`src/rtl/core/okl_pkg.sv`:
```
// ----------------------------------------------------------------------------
// Ordered key list package
// Types, codes and defaults shared by the ordered key list and its cells.
// ----------------------------------------------------------------------------
package okl_pkg;

	localparam int DEPTH_DEF     = 64;
	localparam int KEY_WIDTH_DEF = 64;

	typedef enum logic [2:0] {
		OP_INSERT = 3'd0,
		OP_DELETE = 3'd1,
		OP_LOOKUP = 3'd2,
		OP_CLEAR  = 3'd3,
		OP_READ   = 3'd4
	} op_t;

	typedef enum logic [1:0] {
		STAT_OK      = 2'd0,
		STAT_FULL    = 2'd1,
		STAT_MISSING = 2'd2,
		STAT_RANGE   = 2'd3
	} status_t;

	typedef enum logic {
		ST_IDLE = 1'b0,
		ST_BUSY = 1'b1
	} fsm_t;

	typedef struct packed {
		logic [2:0]  op;
		logic [63:0] key;
		logic [5:0]  index;
	} req_t;

	typedef struct packed {
		logic [1:0]  status;
		logic        found;
		logic [5:0]  position;
		logic [6:0]  count;
		logic [63:0] read_key;
	} rsp_t;

	typedef struct packed {
		logic capture;
		logic load;
		logic shift;
	} cell_ctl_t;

endpackage

```
`src/rtl/core/okl_cell.sv`:
```
// ----------------------------------------------------------------------------
// Ordered key list cell
// Holds one key, compares it with the incoming key, loads a key on an insert
// and takes its upper neighbour's key when the list closes up on a delete.
// ----------------------------------------------------------------------------
module okl_cell import okl_pkg::*; #(
	parameter int KEY_WIDTH = KEY_WIDTH_DEF
) (
	input  logic                 clk,
	input  cell_ctl_t            ctl,
	input  logic [KEY_WIDTH-1:0] probe,
	input  logic [KEY_WIDTH-1:0] load_key,
	input  logic [KEY_WIDTH-1:0] next_key,
	input  logic                 live,
	input  logic                 seen_in,
	output logic                 seen_out,
	output logic                 first,
	output logic [KEY_WIDTH-1:0] key
);

	logic [KEY_WIDTH-1:0] key_q;
	logic                 hit_q;
	logic                 hit;

	always_ff @(posedge clk) begin
		if (ctl.capture) begin
			hit_q <= (key_q == probe);
		end
		if (ctl.load) begin
			key_q <= load_key;
		end else if (ctl.shift) begin
			key_q <= next_key;
		end
	end

	assign hit      = hit_q & live;
	assign seen_out = seen_in | hit;
	assign first    = hit & ~seen_in;
	assign key      = key_q;

endmodule

```
`config.mk`:
```
export PLATFORM = sky130hd
export DESIGN_NAME = okl_cell
export DESIGN_NICKNAME = d
export VERILOG_FILES = /design/src/rtl/core/okl_pkg.sv /design/src/rtl/core/okl_cell.sv
export SDC_FILE = /design/constraint.sdc
export NUM_CORES = 1
export LEC_CHECK = 0
export ABC_AREA = 1
export BUFFER_PORTS_ARGS = -buffer_cell sky130_fd_sc_hd__buf_2
export CORE_AREA = 2 2 104 106
export CTS_CLUSTER_DIAMETER = 200
export DETAILED_ROUTE_END_ITERATION = 8
export DIE_AREA = 0 0 106 108
export PLACE_DENSITY = 0.76
export SLEW_MARGIN = 15
export SYNTH_ARGS = -nofsm -noshare
export SYNTH_HDL_FRONTEND = slang
export SYNTH_SLANG_ARGS = --single-unit
```
`constraint.sdc`:
```
create_clock -name clk -period 2.05 [get_ports clk]
set_input_delay 0.1025 -clock clk [delete_from_list [all_inputs] [get_ports clk]]
set_output_delay 0.1025 -clock clk [all_outputs]
set_load 0.02 [all_outputs]
```
# Word-level counts from Yosys, hierarchy flattened
# Cells that the tools add are included.
[word_totals] output_inout_bits=66 register_bits=65 word_cells=10
[op_classes] eq_ne=1 mux=2 bitwise=4 reduce_logical=1
[ops] cell="64-bit two-way mux" count=2
[ops] cell="64-bit == test" count=1
[ops] cell="1-bit bitwise AND" count=2
[ops] cell="2-bit nonzero test" count=1
[ops] cell="1-bit inverter" count=1
[ops] cell="1-bit OR" count=1

# Longest topological paths before layout
[logic_depth] depth_word=2 depth_mapped=9

# Worst setup path before layout
# Ideal clock, no wire load.
[synth_path] path_type="input to register" from="in ctl[1] (netlist bit)" to="reg key_q[0] (netlist: key[0]), enable pin" t_arrival_ns=1.103 n_path_buf=1 stages=2 path_slack_ns=0.553 setup_time_ns=0.394 required_ns=1.656 cell_sequence="buf_2 > or2_2"
[synth_between] elab_chain_len=1
[synth_rtl] element="start: declaration" line_no="okl_cell.sv:10" text="input cell_ctl_t ctl,"
[synth_rtl] element="2-bit nonzero test (no source line)"
[synth_rtl] element="end signal: assignment" line_no="okl_cell.sv:30" text="key_q <= load_key;"
[synth_rtl] element="end signal: assignment" line_no="okl_cell.sv:32" text="key_q <= next_key;"
[synth_rtl] element="end: declaration" line_no="okl_cell.sv:21" text="logic [KEY_WIDTH-1:0] key_q;"
# Every way passes these cells.
# A chain may end at the register's enable or synchronous reset.

# Worst setup path in the final report
[layout_path] from="reg key_q[24] (netlist: key[24])" to="reg hit_q, data pin"
[layout_between] elab_chain_len=1
[layout_rtl] element="64-bit == test" line_no="okl_cell.sv:27" text="hit_q <= (key_q == probe);"
[layout_rtl] element="end signal: assignment" line_no="okl_cell.sv:27"
[layout_rtl] element="end: declaration" line_no="okl_cell.sv:22" text="logic hit_q;"
# Every way passes these cells.

==> impl_metrics.csv <==
group,metric,value,unit
outcome,status,"finished, final reports clean",
worst_hold_path,hold_start,"next_key[58]",
placement,place.gp.congestion,0.797,
synth,synth-seq-area-share,53.3,%
drt,routed_wl,10.5,mm
drt,drc,0,
pwr,power_frac_seq,46.1,%
timing,worstMarginPinSlew,0.715,ns
global_route,first_global_vias,3549,
pwr,comb_power_share,25.3,%
floorplan,die_w,106,um
timing,rsz0062_at_grt,"false",
floorplan,die_h,108,um
timing,skew,0.0103,ns
global_route,grt_pass1_wl,16.0,mm
synth,yosys.area_share.adder,0,%
worst_setup_path,arrival,1.50,ns
synth,yosys.area.top_type,"edfxtp_1",
synth,synth_area_leaders,"edfxtp_1 (53%), nand2_1 (27%), xnor2_1 (13%), inv_1 (2.3%), nor2_1 (2.2%)",
timing,setup_violations,0,
global_route,grt_max_degree,38,
clocking,root_buffer,"clkbuf_8",
clocking,cts_buffers,9,
worst_setup_path,r2r_slack,0.74,ns
pwr,leakagePower,2.82,nW
floorplan,die_area,0.0114,sq mm
pwr,p_clk_share,28.6,%
synth,synthSimpleGateAreaFrac,29.5,%
floorplan,placement_rows,37,
pwr,internal-power,2.62,mW
drt,initialDrtViolationCount,151,
worst_setup_path,rr_worst_depth,7,
synth,synth_top_area_share,53.3,%
clocking,insertion_delay,0.33,ns
worst_setup_path,worst_r2r_startpoint,"key[24]$_DFFE_PP_",
floorplan,io_pins,264,
drt,final_antenna_net_count,0,
job,cap_viol_max_count,0,
synth,synth_top_family_by_area,"simple AND/OR/NAND/NOR gates",
worst_setup_path,worstReg2RegEnd,"hit_q$_DFFE_PP_",
worst_setup_path,critPathKind,"reg -> reg",
timing,setup-tns-final,0,ns
global_route,grt_overflow,0,
synth,synth_cells,443,
synth,synth_area,0.00366,sq mm
synth,synth_compound_area_share,0.205,%
drt,vias,3657,
timing,max_freq,0.766,GHz
drt,dr.pass1.iters,4,
drt,viasPerCell,4.30,
clocking,cts.sinks,65,
clocking,htreeDepth,3,
synth,yosysWarnings,0,
pwr,swShare,30.3,%
timing,max_slew_margin,52.4,%
pwr,p_per_area,704,mW/mm^2
global_route,antenna_found_initial,0,
worst_setup_path,cp.required,2.24,ns
placement,hpwl,8.40,mm
pwr,p_sw,1.14,mW
worst_hold_path,hold_path_depth,3,
drt,wire_per_inst,12.4,um
timing,slew_viol_final,0,
floorplan,start_util,35.8,%
floorplan,core,0.0102,sq mm
cells_and_area,fillers,1005,
worst_setup_path,end_kind,"flip-flop",
cells_and_area,flow.area_growth_from_synthesis,46.1,%
synth,synth.mux.area_fraction,0,%
global_route,grt_usage,18.1,%
synth,synth_xor_area_share,12.9,%
cells_and_area,drive_gt1_share,39.9,%
clocking,cts_buffer_depth,2,
timing,finalHoldViolations,0,
synth,syn_area_per_cell,8.26,sq um
clocking,post_cts_buffers,0,
worst_hold_path,worstHoldPathType,"in -> reg",
worst_setup_path,startpoint_type,"flip-flop",
cells_and_area,fin_util,52.3,%
synth,synth_cell_types,11,
synth,synth_nets,641,
synth,synth_seq_cells,65,
timing,layout_min_cycle_time,1.31,ns
worst_hold_path,holdPathEnd,"key[58]$_DFFE_PP_",
clocking,path_clk_slew,0.08,ns
timing,min_period_over_period,63.7,%
cells_and_area,n_antenna_cell,0,
placement,port-buffer-count,263,
clocking,cts_tree,"built",
pwr,vdd_ir_drop_max,0.310,mV
cells_and_area,fin_nets,907,
worst_setup_path,cp_max_fo,2,
==> cells in the mapped netlist <==
master / count
or2_2: 1
inv_2: 1
xnor2_1: 54
inv_1: 22
edfxtp_1: 65
nor3_1: 1
clkbuf_1: 4
buf_2: 9
nor2_1: 21
nand2_1: 264
o21bai_1: 1
==> cells by family after synthesis <==
logic type | after synthesis
buf+inv | 36
flops | 65
xor+xnor | 54
compound gates | 1
simple gates | 287
==> critical path: stages, from the launching register on <==
cell and delay, ns:
edfxtp_1 0.43, xnor2_1 0.19, nand2_1 0.09, nor2_1 0.11
nand2_1 0.06, nor2_1 0.09, nand2_1 0.09, nor2_1 0.09
==> worst max-delay path by stage <==
stage	slack, ns	start	to	depth (start not counted)
6_report	0.74	key[24]$_DFFE_PP_	hit_q$_DFFE_PP_	7
3_3_place_gp	0.60	ctl[1]	key[44]$_DFFE_PP_	3
2_1_floorplan	0.55	ctl[1]	key[0]$_DFFE_PP_	2
5_1_grt	0.51	key[2]$_DFFE_PP_	hit_q$_DFFE_PP_	7
4_1_cts	0.68	key[2]$_DFFE_PP_	hit_q$_DFFE_PP_	7
3_5_place_dp	0.57	ctl[1]	key[43]$_DFFE_PP_	3
==> layout make-up <==
class                      count  area [sq um]  share of cell area (%)
clock buffer                   9           124                    2.32
clock inverter                 7          71.3                    1.33
inverter                      23          86.3                    1.61
multi-input combinational    342          1560                    29.2
sequential                    65          1950                    36.5
tap                          136           170                    3.18
timing repair buffer         268          1380                    25.8
==> timing repair <==
action | in CTS | in global routing
resized for setup | 0 | 0
hold buffers | 1 | 0
endpoints found under the setup margin | 0 | 0
hold endpoints to repair | 1 | 0
==> stage by stage <==
| step | power [mW] | hold WS, ns | cells | cell area [sq um] | setup WS (ns) |
|---|---|---|---|---|---|
| 2_1_floorplan | 2.30 | 0.215 | 443 | 3660 | 0.553 |
| 4_1_cts | 3.82 | 0.00130 | 850 | 5350 | 0.681 |
| 5_1_grt | 3.96 | 0.00711 | 850 | 5350 | 0.511 |
| 3_3_place_gp | 2.71 | 0.309 | 833 | 5140 | 0.601 |
| 3_5_place_dp | 2.73 | 0.310 | 833 | 5140 | 0.575 |
| 6_report | 3.76 | 0.0265 | 850 | 5350 | 0.745 |
==> placed cells by master (no fill, tap or decap) <==
master         netlist  layout
buf_4                0       2
dlygate4sd3_1        0       1
clkbuf_8             0       9
buf_2                9     263
buf_12               0       2
clkinv_4             0       3
inv_1               22      22
nor3_1               1       1
xnor2_1             54      54
or2_2                1       1
bufinv_16            0       1
o21bai_1             1       1
edfxtp_1            65      65
nand2_1            264     264
nor2_1              21      21
inv_2                1       1
clkinv_2             0       3
==> routing by layer <==
layer / up-vias / wire, um / GRT usage, %
li1: 1900 / - / -
met1: 1585 / 3950 / 19.3
met2: 155 / 5640 / 34.8
met3: 17 / 715 / 3.44
met4: 0 / 216 / 7.52
met5: - / 0 / 0
==> flip-flops by register name (all words and copies together) (netlist names) <==
register / flops
hit_q: 1
key: 64
==> power by group through the flow <==
stage                     registers (mW)  logic [mW]  clock network, mW
after floorplan                     1.94       0.356                  0
after global placement              1.75       0.952                  0
after detailed placement            1.76       0.962                  0
after CTS                           1.74       0.967               1.12
after global routing                1.76        1.05               1.16
final                               1.73       0.953               1.07
Note: power is estimated with default switching activity, not from simulation.
